==> src/rtl/assert_macros.svh <==
// assertion macros used by the top-level rtl file
`ifndef ASSERT_MACROS_SVH
`define ASSERT_MACROS_SVH

// same-cycle implication, checked on clk and off during reset
`define COAB_ASSERT_IMPLY(name, ante, cons) \
	name: assert property (@(posedge clk) disable iff (!arst_n) (ante) |-> (cons)) \
		else $error("same-cycle implication failed");

// next-cycle implication, checked on clk and off during reset
`define COAB_ASSERT_NEXT(name, ante, cons) \
	name: assert property (@(posedge clk) disable iff (!arst_n) (ante) |=> (cons)) \
		else $error("next-cycle implication failed");

`endif

==> src/rtl/coab_div.sv <==
// pipelined restoring divider, one quotient bit per stage
module coab_div #(
	parameter int NW = 25,
	parameter int DW = 17,
	parameter int QW = 8
) (
	input  logic          clk,
	input  logic          en,
	input  logic [NW-1:0] num,
	input  logic [DW-1:0] den,
	output logic [QW-1:0] quo
);

	localparam int XW = NW + QW + 1;

	logic [NW-1:0] rem_q [QW];
	logic [DW-1:0] den_q [QW];
	logic [QW-1:0] quo_q [QW];

	for (genvar k = 0; k < QW; k++) begin : g_stage
		logic [NW-1:0] r_in;
		logic [DW-1:0] d_in;
		logic [QW-1:0] q_in;
		logic [XW-1:0] sh;
		logic          ge;

		if (k == 0) begin : g_first
			assign r_in = num;
			assign d_in = den;
			assign q_in = '0;
		end else begin : g_next
			assign r_in = rem_q[k-1];
			assign d_in = den_q[k-1];
			assign q_in = quo_q[k-1];
		end

		assign sh = XW'(d_in) << (QW - 1 - k);
		assign ge = XW'(r_in) >= sh;

		always_ff @(posedge clk) begin
			if (en) begin
				rem_q[k] <= ge ? (r_in - sh[NW-1:0]) : r_in;
				den_q[k] <= d_in;
				quo_q[k] <= q_in | (QW'(ge) << (QW - 1 - k));
			end
		end
	end

	assign quo = quo_q[QW-1];

endmodule
==> config.mk <==
export PLATFORM = sky130hd
export DESIGN_NAME = coab_div
export DESIGN_NICKNAME = d
export VERILOG_FILES = /design/src/rtl/assert_macros.svh /design/src/rtl/coab_div.sv
export SDC_FILE = /design/constraint.sdc
export NUM_CORES = 1
export LEC_CHECK = 0
export ABC_AREA = 0
export BUFFER_PORTS_ARGS = -buffer_cell sky130_fd_sc_hd__buf_2
export CORE_MARGIN = 3
export CORE_UTILIZATION = 63
export DETAILED_ROUTE_END_ITERATION = 10
export PLACE_DENSITY = 0.87
export RECOVER_POWER = 25
export SLEW_MARGIN = 20
export SYNTH_ARGS = -nofsm -noshare
export SYNTH_HDL_FRONTEND = slang
export SYNTH_SLANG_ARGS = --single-unit
==> constraint.sdc <==
create_clock -name clk -period 3.4 [get_ports clk]
set_input_delay 0.34 -clock clk [delete_from_list [all_inputs] [get_ports clk]]
set_output_delay 0.34 -clock clk [all_outputs]
set_load 0.05 [all_outputs]
Yosys cells after proc, flatten, opt, wreduce, memory -nomap -nowiden:

Memory sizes are Yosys's and may differ from the RTL's.
Cells that the tools add are included.
W data, S select, Z words.

* output and inout port bits: 8
* register bits: 0
* input bits: 44
* memories: 3
* bits in writable memories: 400

Memories
* rem_q: depth 8, bits a word 25, rd ports 7, clocked after Yosys merged registers in 0, wr ports 8, line coab_div.sv:16 `logic [NW-1:0] rem_q [QW];`
* den_q: depth 8, bits a word 17, rd ports 7, clocked after Yosys merged registers in 0, wr ports 8, line coab_div.sv:17 `logic [DW-1:0] den_q [QW];`
* quo_q: depth 8, bits a word 8, rd ports 8, clocked after Yosys merged registers in 0, wr ports 8, line coab_div.sv:18 `logic [QW-1:0] quo_q [QW];`

* mux-type cells: 10
* $add $sub $neg: 8
* magnitude comparators: 8
* bitwise logic cells: 7

Operators with widths (number)
* $mux W25: 8
* $ge A25 B17 Y1: 1
* $ge A25 B18 Y1: 1
* $ge A25 B19 Y1: 1
* $ge A25 B20 Y1: 1
* $ge A25 B21 Y1: 1
* $ge A25 B22 Y1: 1
* $ge A25 B23 Y1: 1
* $ge A25 B24 Y1: 1
* $sub A25 B17 Y25: 1
* $sub A25 B18 Y25: 1
* $sub A25 B19 Y25: 1
* $sub A25 B20 Y25: 1
* $sub A25 B21 Y25: 1
* $sub A25 B22 Y25: 1
* $sub A25 B23 Y25: 1
* $sub A25 B24 Y25: 1
* $or A8 B1 Y8: 1
* $or A8 B2 Y8: 1
* $or A8 B3 Y8: 1
* $or A8 B4 Y8: 1
* $or A8 B5 Y8: 1
* $or A8 B6 Y8: 1
* $or A8 B7 Y8: 1
* $mux W1: 2

Longest topological paths before layout:

Gate-level depths: netlist (run 1).
An unclocked memory read counts as a cell.

* depth in word-level cells: 3
* mapped depth: 13

Least setup slack after synthesis (run 1):

No wires, ideal clock.

* kind: register to register
* from: memory rem_q[1][5]
* to: memory rem_q[2][6], data pin
* data arrival time: 2.662 ns
* stages on the path, launching flop included: 11
* clock period less this slack: 2.922 ns
* setup slack: 0.478 ns
* setup time: 0.260 ns
* path through: edfxtp_1 -> inv_1 -> ha_1 -> inv_1 -> fa_1 -> a211oi_1 -> o21bai_1 -> a211oi_1 -> o211a_1 -> clkbuf_1 -> mux2_2

RTL lines (line)
* start: declaration: coab_div.sv:16

==> flow_summary.toml, run 1 <==
[worst_setup_path]
worst_path_largest_cell_delay_ps = 650
critPathMaxFanout = 26
timing.setup.critical_path_class = "reg2reg"
cp.required_ps = 3660
crit_chain = "ha_1 -> or4b_2 -> nor4_1 -> buf_4 -> a31oi_1 -> nor2b_1 -> o211ai_1 -> buf_12 -> mux2_2"
crit_path_start_kind = "flip-flop"
critPathCaptureType = "flip-flop"
cpMaxStageDelayCell = "sky130_fd_sc_hd__or4b_2"
worst_ep_arrival_time_ps = 3470

[synthesis]
postSynth.topFlopCell = "sky130_fd_sc_hd__edfxtp_1"
number_of_enable_type_register_cells_in_the_synthesized_netlist = 330
yosys.cell_types.count = 75
synth.area.top_cells = "sky130_fd_sc_hd__edfxtp_1 52%, sky130_fd_sc_hd__ha_1 9.0%, sky130_fd_sc_hd__inv_1 3.4%"
avg_inst_size_synth_um2 = 11.0
ys_async_sr_fraction = 0
yosysSeqAreaShare = 0.522
synth.cell_area_mm2 = 0.0190
post-synth-top-area-fraction = 0.522
synth_cells = 1724
synthesis.yosys.warnings = 0
net_count_synth = 1911
synth_top_area_cell = "sky130_fd_sc_hd__edfxtp_1"
postSynthRegisterBits = 330

[sta]
fin_skew_ps = 18.3
final.min_clock_period_ps = 3210
finalMaxSlewViolations = 0
whs_ps = 22.6
report.final.hold_viol_count = 0
tightestPinTransition_ps = 749
totalNegativeSetupSlack_ps = 0
setup_viol = 0
rsz0062_at_grt = "false"
fmaxAchievable_mhz = 312
fin_crit_sh = 0.943
timing.slew.headroom = 0.495

[grt]
grt_util_met3 = 0.0287
global_route_wire_length_before_repair_um = 65300
grt_use_met2 = 0.469
grt_antenna_before_repair = 0
grt_start_max_net_pins = 88
grt.overflow.total = 0
globalRouteMet1Util = 0.255
grt.total_usage = 0.246
grt_pass1_vias = 13800
most_used_layer_global_route = "met2"

[power_and_ir_drop]
sequential_cell_fraction_of_total_power = 0.386
p_switching_mw = 5.62
power_switching_share = 0.343
power_per_cell_area_mw_per_mm2 = 778
total_leakage_power_nw = 8.41
max-vdd-ir-drop_mv = 0.667
power.share.combinational = 0.381
clock_power_share = 0.234
internal-power_mw = 10.7

[clock_network]
worstSkewPairLatency_ps = 510
numCtsBuffers = 36
tritoncts = "done"
cts_resized = 0
cts.path.max_buffers = 3
clock_sinks = 330
post_cts_buffers = 0
cts_htree_levels = 2
clockRootBuffer = "sky130_fd_sc_hd__clkbuf_16"
cts_hold_repair.buffers = 0
clkTransAtPathRegs_ps = 60

[drt]
drc = 0
routedWlPerCell_um = 18.1
dr.pass1.iters = 6
num_vias = 13500
drt-initial-drc-count = 1042
drt-vias-per-instance = 6.10
ant_nets = 0
routed_wl_um = 40200

[floorplan]
core_area_mm2 = 0.0292
dieWidth_um = 180
floorplan.io_pins = 52
fp.dieArea_mm2 = 0.0322
initial_utilization = 0.651
die_h_um = 180
row_count = 62

[finish]
fin_cells = 2217
multi_input_area_mm2 = 0.00826
layout.cells.most_common_list = "330 x sky130_fd_sc_hd__edfxtp_1, 172 x sky130_fd_sc_hd__inv_1, 139 x sky130_fd_sc_hd__nand2_1"
layout_filler_cell_count = 2022
utilization = 0.721
post_route_cells_drive_above_1_share = 0.0911
final_cell_area_mm2 = 0.0210
syn2layout_area_growth_pct = 10.8
final_common_cell = "sky130_fd_sc_hd__edfxtp_1"
diodes = 0
finish.net_count = 1994
layout.area.seq_mm2 = 0.00991

[place]
place_congestion = 0.943
placedInstanceArea_mm2 = 0.0199
dpl.cell_count = 2153
placement.io_buffers = 51
dpl.hpwl_um = 30400

[status]
outcome = "complete, no violations"

[flow_run]
maxCapViolations = 0

[hold_path]
hold_path_class = "in2reg"
-- critical path, delay by kind of cell, from the launching register on --
kind / cells / cell delay (ps)
simple gates: 3 / 1110
flops: 1 / 410
fa+ha+maj: 1 / 390
buf+inv: 2 / 390
mux: 1 / 350
compound gates: 2 / 290
-- metal layers --
| layer | share of wire | vias to the layer above |
|---|---|---|
| met5 | 0 | - |
| met4 | 0.065 | 0 |
| met3 | 0.042 | 147 |
| met2 | 0.53 | 489 |
| met1 | 0.36 | 6310 |
| li1 | - | 6570 |
-- Yosys cell counts, types with 11 or more instances --
library cell / number
sky130_fd_sc_hd__a211oi_1: 20
sky130_fd_sc_hd__a21o_1: 42
sky130_fd_sc_hd__a21oi_1: 118
sky130_fd_sc_hd__a31oi_1: 17
sky130_fd_sc_hd__and3_1: 17
sky130_fd_sc_hd__clkbuf_1: 28
sky130_fd_sc_hd__edfxtp_1: 330
sky130_fd_sc_hd__ha_1: 136
sky130_fd_sc_hd__inv_1: 172
sky130_fd_sc_hd__mux2_2: 27
sky130_fd_sc_hd__nand2_1: 139
sky130_fd_sc_hd__nand2b_1: 18
sky130_fd_sc_hd__nand3_1: 30
sky130_fd_sc_hd__nand4_1: 15
sky130_fd_sc_hd__nor2_1: 84
sky130_fd_sc_hd__nor2b_1: 22
sky130_fd_sc_hd__nor3_1: 33
sky130_fd_sc_hd__nor4_1: 17
sky130_fd_sc_hd__o211ai_1: 12
sky130_fd_sc_hd__o21a_1: 18
sky130_fd_sc_hd__o21ai_0: 124
sky130_fd_sc_hd__o21ai_1: 13
sky130_fd_sc_hd__o21bai_1: 12
sky130_fd_sc_hd__o31ai_1: 16
sky130_fd_sc_hd__or3_1: 11
sky130_fd_sc_hd__xnor2_1: 47
sky130_fd_sc_hd__xor2_1: 63
-- metrics by stage --
| stage | worst slack, ps | total power [mW] |
|---|---|---|
| after CTS | 219 | 16.3 |
| after global routing | 40.1 | 17.4 |
| final | 193 | 16.4 |
| after detailed placement | 241 | 12.5 |
| after floorplan | 478 | 10.8 |
| after global placement | 342 | 12.3 |
-- power groups by stage --
stage	Clock (mW)	Sequential (mW)	Combinational (mW)
after global placement	0	6.34	5.92
after global routing	4.09	6.39	6.91
after floorplan	0	6.17	4.59
after CTS	3.90	6.29	6.15
final	3.83	6.31	6.23
after detailed placement	0	6.37	6.08
-- state kept, by name (all words and copies together) (netlist names) --
register,flops
den_q,119
quo_q,36
rem_q,175
-- cell families (layout without fill, tap and decap cells) --
kind of cell / count (synthesis) / in the layout / share of synthesized area
AO/OA/AOI/OAI: 461 / 461 / 0.153
AND/OR/NAND/NOR: 433 / 433 / 0.114
flip-flops: 330 / 330 / 0.522
buffers and inverters: 215 / 324 / 0.0441
adder cells (fa/ha/maj): 143 / 143 / 0.0971
XOR/XNOR: 110 / 110 / 0.0508
multiplexers: 32 / 32 / 0.0187
-- area by class of cell --
| type | instances | share of cell area |
|---|---|---|
| Clock buffer | 44 | 0.0443 |
| Clock inverter | 20 | 0.0114 |
| Inverter | 172 | 0.0307 |
| Multi-Input combinational cell | 1179 | 0.393 |
| Sequential cell | 330 | 0.471 |
| Tap cell | 384 | 0.0228 |
| Timing Repair Buffer | 88 | 0.0269 |
-- final timing paths --
path                            cells past startpoint  slack, ps                   start               endpoint
worst min register to register                      0        420  quo_q[0][29]$_DFFE_PP_  quo_q[1][5]$_DFFE_PP_
worst max-delay path                                9        190   rem_q[3][7]$_DFFE_PP_  rem_q[4][7]$_DFFE_PP_
worst max register to register                      9        190   rem_q[3][7]$_DFFE_PP_  rem_q[4][7]$_DFFE_PP_
worst min-delay path                                1         20                  num[0]  rem_q[0][0]$_DFFE_PP_
Note: power is estimated with default switching activity, not from simulation.
==> run 2: changes to the inputs <==
--- a/config.mk
+++ b/config.mk
@@ -6,11 +6,12 @@
 export NUM_CORES = 1
 export LEC_CHECK = 0
 export ABC_AREA = 0
-export BUFFER_PORTS_ARGS = -buffer_cell sky130_fd_sc_hd__buf_2
+export CAP_MARGIN = 20
 export CORE_MARGIN = 3
-export CORE_UTILIZATION = 63
+export CORE_UTILIZATION = 65
 export DETAILED_ROUTE_END_ITERATION = 10
-export PLACE_DENSITY = 0.87
+export DONT_BUFFER_PORTS = 1
+export PLACE_DENSITY = 0.88
 export RECOVER_POWER = 25
 export SLEW_MARGIN = 20
 export SYNTH_ARGS = -nofsm -noshare
==> run 2 against run 1 <==
  * Sequential share of layout area up 0.087 points
  * Critical path type unchanged
  * Worst hold slack worse by 3.4 ps
  * Sequential power is essentially flat
  * Clock power down 1%
  * First-iteration DRC count down 10%
  * Largest power group unchanged
  * Utilization is 2.2 points higher
  * Register-to-register slack got worse by 50 ps
==> flow_summary.toml, run 2 (synthesized netlist as in run 1, its figures left out) <==
[clock_network]
cts_htree_levels = 2
clkTransAtPathRegs_ps = 60
clock_sinks = 330
clockRootBuffer = "sky130_fd_sc_hd__clkbuf_16"
cts.path.max_buffers = 3
numCtsBuffers = 37
post_cts_buffers = 0
tritoncts = "done"
worstSkewPairLatency_ps = 520

[floorplan]
dieWidth_um = 177
die_h_um = 177
fp.dieArea_mm2 = 0.0313
row_count = 61
floorplan.io_pins = 52
core_area_mm2 = 0.0282
initial_utilization = 0.672

[power_and_ir_drop]
total_leakage_power_nw = 8.35
post-layout-total-power_mw = 16.3
max-vdd-ir-drop_mv = 0.446
power_per_cell_area_mw_per_mm2 = 775

[finish]
utilization = 0.743
fin_cells = 2181
final_common_cell = "sky130_fd_sc_hd__edfxtp_1"
syn2layout_area_growth_pct = 10.6
final_cell_area_mm2 = 0.0210
top_register = "rem_q"
post_route_cells_drive_above_1_share = 0.0804
layout.cells.most_common_list = "330 x sky130_fd_sc_hd__edfxtp_1, 172 x sky130_fd_sc_hd__inv_1, 139 x sky130_fd_sc_hd__nand2_1"
largest_registers = "rem_q (175), den_q (119), quo_q (36)"
finish.net_count = 1965
diodes = 0
largest_reg_flops = 175

[drt]
drc = 0
num_vias = 13500
dr.pass1.iters = 5
routedWlPerCell_um = 18.8
drt-initial-drc-count = 938
routed_wl_um = 41000
drt-vias-per-instance = 6.18
ant_nets = 0

[sta]
totalNegativeSetupSlack_ps = 0
fmaxAchievable_mhz = 307
setup_slack_ps = 141
setup_viol = 0
fin_crit_sh = 0.959
fin_skew_ps = 14.3
timing.slew.headroom = 0.498
finalMaxSlewViolations = 0
report.final.hold_viol_count = 0
tightestPinTransition_ps = 745
final.min_clock_period_ps = 3260
whs_ps = 19.2
rsz0062_at_grt = "false"

[hold_path]
hold_end = "rem_q[0][9]$_DFFE_PP_"
worstHoldPathCells = 2
min-delay-start = "num[9]"
hold_path_class = "in2reg"

[worst_setup_path]
critPathCaptureType = "flip-flop"
cp.required_ps = 3670
crit_path_start_kind = "flip-flop"
rrSetupSlack_ps = 140
timing.setup.critical_path_class = "reg2reg"
rr_startpoint = "rem_q[3][7]$_DFFE_PP_"
critPathLaunch = "rem_q[3][7]$_DFFE_PP_"
critPathMaxFanout = 11
worst_ep_arrival_time_ps = 3530
r2r-end = "rem_q[4][6]$_DFFE_PP_"
ff2ff_path_depth = 9

[status]
outcome = "complete, no violations"

[place]
place_congestion = 0.992
dp_slack_ps = 272
dpl.cell_count = 2091
placedInstanceArea_mm2 = 0.0195
dpl.hpwl_um = 29400
placement.io_buffers = 0

[grt]
grt.total_usage = 0.263
global_route_wire_length_before_repair_um = 66200
grt_antenna_before_repair = 0
grt_pass1_vias = 13700
grt.overflow.total = 0
grt_start_max_net_pins = 245

[flow_run]
maxCapViolations = 0
==> run 2: worst max-delay path by stage <==
stage                             endpoint
floorplan            rem_q[2][6]$_DFFE_PP_
global placement    rem_q[1][10]$_DFFE_PP_
detailed placement   rem_q[4][6]$_DFFE_PP_
CTS                  rem_q[4][7]$_DFFE_PP_
global route        rem_q[4][19]$_DFFE_PP_
finish               rem_q[4][6]$_DFFE_PP_
==> run 2: per-layer routing <==
metal	vias to the layer above	share of wire	track usage	wire, µm
met5	-	0	0	0
met4	0	0.055	0.135	2270
met3	155	0.044	0.0363	1810
met2	467	0.53	0.507	21900
met1	6380	0.37	0.277	15000
li1	6484	-	-	-
==> run 2: area by class of cell <==
cell class	count	area, µm²
Fill cell	1886	7250
Clock buffer	40	937
Sequential cell	330	9910
Timing Repair Buffer	58	531
Inverter	172	646
Tap cell	378	473
Multi-Input combinational cell	1179	8280
Clock inverter	24	211
==> run 2: report_power, final <==
part / leakage [nW] / internal, mW / switching, mW
Clock: 0.561 / 2.23 / 1.56
Combinational: 4.59 / 2.63 / 3.51
Sequential: 3.20 / 5.76 / 0.573
Total: 8.35 / 10.6 / 5.65
==> run 2: critical path, stage by stage (launching register included) <==
cell,delay [ps]
sky130_fd_sc_hd__edfxtp_1,430
sky130_fd_sc_hd__ha_1,400
sky130_fd_sc_hd__or4b_2,650
sky130_fd_sc_hd__nor4_2,310
sky130_fd_sc_hd__buf_4,180
sky130_fd_sc_hd__a31oi_1,120
sky130_fd_sc_hd__nor2b_1,170
sky130_fd_sc_hd__o211ai_1,220
sky130_fd_sc_hd__buf_12,200
sky130_fd_sc_hd__mux2_2,340
==> run 2: repair_timing <==
action | CTS | global route
gates resized for setup | 0 | 5
setup endpoints to repair | 0 | 8
hold buffers | 26 | 0
endpoints found under the hold margin | 112 | 0
==> run 3: changes to the inputs <==
--- a/config.mk
+++ b/config.mk
@@ -8,10 +8,10 @@
 export ABC_AREA = 0
 export CAP_MARGIN = 20
 export CORE_MARGIN = 3
-export CORE_UTILIZATION = 65
+export CORE_UTILIZATION = 67
 export DETAILED_ROUTE_END_ITERATION = 10
 export DONT_BUFFER_PORTS = 1
-export PLACE_DENSITY = 0.88
+export PLACE_DENSITY = 0.9
 export RECOVER_POWER = 25
 export SLEW_MARGIN = 20
 export SYNTH_ARGS = -nofsm -noshare
==> constraint.sdc (replaced) <==
create_clock -name clk -period 3.9 [get_ports clk]
set_input_delay 0.39 -clock clk [delete_from_list [all_inputs] [get_ports clk]]
set_output_delay 0.39 -clock clk [all_outputs]
set_load 0.05 [all_outputs]
==> run 3 against run 2 <==
  * Critical path depth up 2
  * Via count up 1.5%
  * Utilization increased by 1.9 points
  * Non-clock buffer count decreased by 21
  * Total power down 12%
  * Die area decreased by 2.9%
  * Global-route usage grew 0.85 points
  * Clock power shrank 5.3%
  * Routed wire length grew 1.4%
  * Clock skew increased by 1.8 ps
  * Sequential power down 13%
  * Worst hold slack better by 3.4 ps
  * Critical endpoint is now rem_q[6][2]$_DFFE_PP_
  * Largest cell class unchanged
  * Largest power group unchanged
  * Highest routed layer unchanged
==> flow_summary.toml, run 3 (synthesized netlist as in run 1, its figures left out) <==
[clock_network]
post_cts_buffers = 0
clock_sinks = 330
cts.path.max_buffers = 3
clockRootBuffer = "sky130_fd_sc_hd__clkbuf_16"
cts_htree_levels = 2
tritoncts = "done"
clkTransAtPathRegs_ps = 60
numCtsBuffers = 35
worstSkewPairLatency_ps = 520

[sta]
fin_skew_ps = 16.1
report.final.hold_viol_count = 0
fin_crit_sh = 0.861
fmaxAchievable_mhz = 298
timing.slew.headroom = 0.387
setup_viol = 0
final.min_clock_period_ps = 3360
tightestPinTransition_ps = 912
totalNegativeSetupSlack_ps = 0
finalMaxSlewViolations = 0
rsz0062_at_grt = "false"

[finish]
layout.cells.most_common_list = "330 x sky130_fd_sc_hd__edfxtp_1, 172 x sky130_fd_sc_hd__inv_1, 139 x sky130_fd_sc_hd__nand2_1"
final_common_cell = "sky130_fd_sc_hd__edfxtp_1"
largest_registers = "rem_q (175), den_q (119), quo_q (36)"
multi_input_area_mm2 = 0.00826
top_register = "rem_q"
layout.area.seq_mm2 = 0.00991
post_route_cells_drive_above_1_share = 0.0640
syn2layout_area_growth_pct = 10.1
diodes = 0
largest_reg_flops = 175
finish.net_count = 1942
utilization = 0.763
fin_cells = 2154
layout_filler_cell_count = 1709

[grt]
grt.total_usage = 0.271
grt_pass1_vias = 13900
global_route_wire_length_before_repair_um = 67200
grt_start_max_net_pins = 330
grt.overflow.total = 0
grt_antenna_before_repair = 1

[place]
dpl.hpwl_um = 29100
dpl.cell_count = 2065
place_congestion = 0.978
placement.io_buffers = 0

[floorplan]
dieWidth_um = 174
fp.dieArea_mm2 = 0.0304
floorplan.io_pins = 52
initial_utilization = 0.693
core_area_mm2 = 0.0274
row_count = 60
die_h_um = 174

[power_and_ir_drop]
post-layout-total-power_mw = 14.4
power.share.combinational = 0.366
max-vdd-ir-drop_mv = 0.421
total_leakage_power_nw = 8.27
internal-power_mw = 9.48
power_switching_share = 0.340
power_per_cell_area_mw_per_mm2 = 687
clock_power_share = 0.250
p_switching_mw = 4.89
sequential_cell_fraction_of_total_power = 0.384

[hold_path]
min-delay-start = "en"
hold_path_class = "in2reg"

[worst_setup_path]
timing.setup.critical_path_class = "reg2reg"
r2r-end = "rem_q[6][2]$_DFFE_PP_"
rrSetupSlack_ps = 540
critical_path.endpoint = "rem_q[6][2]$_DFFE_PP_"
critPathCaptureType = "flip-flop"
worst_ep_arrival_time_ps = 3630
critPathLaunch = "rem_q[5][1]$_DFFE_PP_"
crit_path_start_kind = "flip-flop"
ff2ff_path_depth = 11
critPathMaxFanout = 21
rr_startpoint = "rem_q[5][1]$_DFFE_PP_"
cp.required_ps = 4170

[drt]
drt-vias-per-instance = 6.36
num_vias = 13700
routed_wl_um = 41600
dr.pass1.iters = 6
drt-initial-drc-count = 1314
routedWlPerCell_um = 19.3
drc = 0
ant_nets = 0

[status]
outcome = "complete, no violations"

[flow_run]
maxCapViolations = 0
run 3: changes by cell type in the layout (fill, tap and decap cells not counted), moves of 2 or more:
cell,before,now
sky130_fd_sc_hd__buf_4,31,10
sky130_fd_sc_hd__clkinv_2,10,1
sky130_fd_sc_hd__bufinv_16,3,8
sky130_fd_sc_hd__clkbuf_1,3,6
sky130_fd_sc_hd__clkinv_1,4,6
sky130_fd_sc_hd__inv_6,3,1
sky130_fd_sc_hd__nor4_1,15,17
sky130_fd_sc_hd__nor4_2,4,2
run 3: cell type report:
class	count	share of cell area
clock inverter	22	0.0159
multi-input combinational	1179	0.395
timing repair buffer	37	0.0175
tap	372	0.0223
inverter	172	0.0309
clock buffer	42	0.0442
sequential	330	0.474
run 3: through the flow:
stage          setup WS [ps]  hold slack [ps]  area, µm²
6_report                 543             22.6      20900
5_1_grt                  319             11.8      20900
4_1_cts                  561             10.3      20900
3_5_place_dp             589              405      19400
3_3_place_gp             695              401      19400
2_1_floorplan            978              400      19000
run 3: worst min-delay path by stage:
stage / cells after the start / to / slack, ps
2_1_floorplan: 0 / quo_q[0][15]$_DFFE_PP_ / 400
3_3_place_gp: 0 / quo_q[1][21]$_DFFE_PP_ / 400
3_5_place_dp: 0 / quo_q[0][30]$_DFFE_PP_ / 400
4_1_cts: 0 / rem_q[6][3]$_DFFE_PP_ / 10
5_1_grt: 0 / den_q[6][2]$_DFFE_PP_ / 10
6_report: 0 / rem_q[6][6]$_DFFE_PP_ / 20
run 3: power groups by stage:
| stage | combinational [mW] | clock [mW] | sequential [mW] |
|---|---|---|---|
| floorplan | 4.00 | 0 | 5.38 |
| global placement | 4.93 | 0 | 5.53 |
| detailed placement | 5.06 | 0 | 5.56 |
| CTS | 5.16 | 3.63 | 5.50 |
| global route | 5.81 | 3.80 | 5.58 |
| finish | 5.26 | 3.59 | 5.52 |
run 3: layer usage:
metal	share of wire	vias to the layer above	track usage
li1	-	6445	-
met1	0.36	6514	0.286
met2	0.54	575	0.521
met3	0.053	159	0.0430
met4	0.051	0	0.133
met5	0	-	0
run 3: timing repair:
action,in CTS,in global routing
hold buffers,25,0
setup endpoints to repair,0,0
gates resized for setup,0,0
endpoints found under the hold margin,26,0
run 3: critical path: stages (launching register included):
cell,delay (ps)
sky130_fd_sc_hd__edfxtp_1,380
sky130_fd_sc_hd__inv_1,70
sky130_fd_sc_hd__ha_1,160
sky130_fd_sc_hd__inv_1,60
sky130_fd_sc_hd__fa_1,410
sky130_fd_sc_hd__a21o_1,230
sky130_fd_sc_hd__a221oi_1,510
sky130_fd_sc_hd__o21a_1,270
sky130_fd_sc_hd__o21ai_0,170
sky130_fd_sc_hd__a31oi_4,200
sky130_fd_sc_hd__buf_4,280
sky130_fd_sc_hd__mux2_1,350
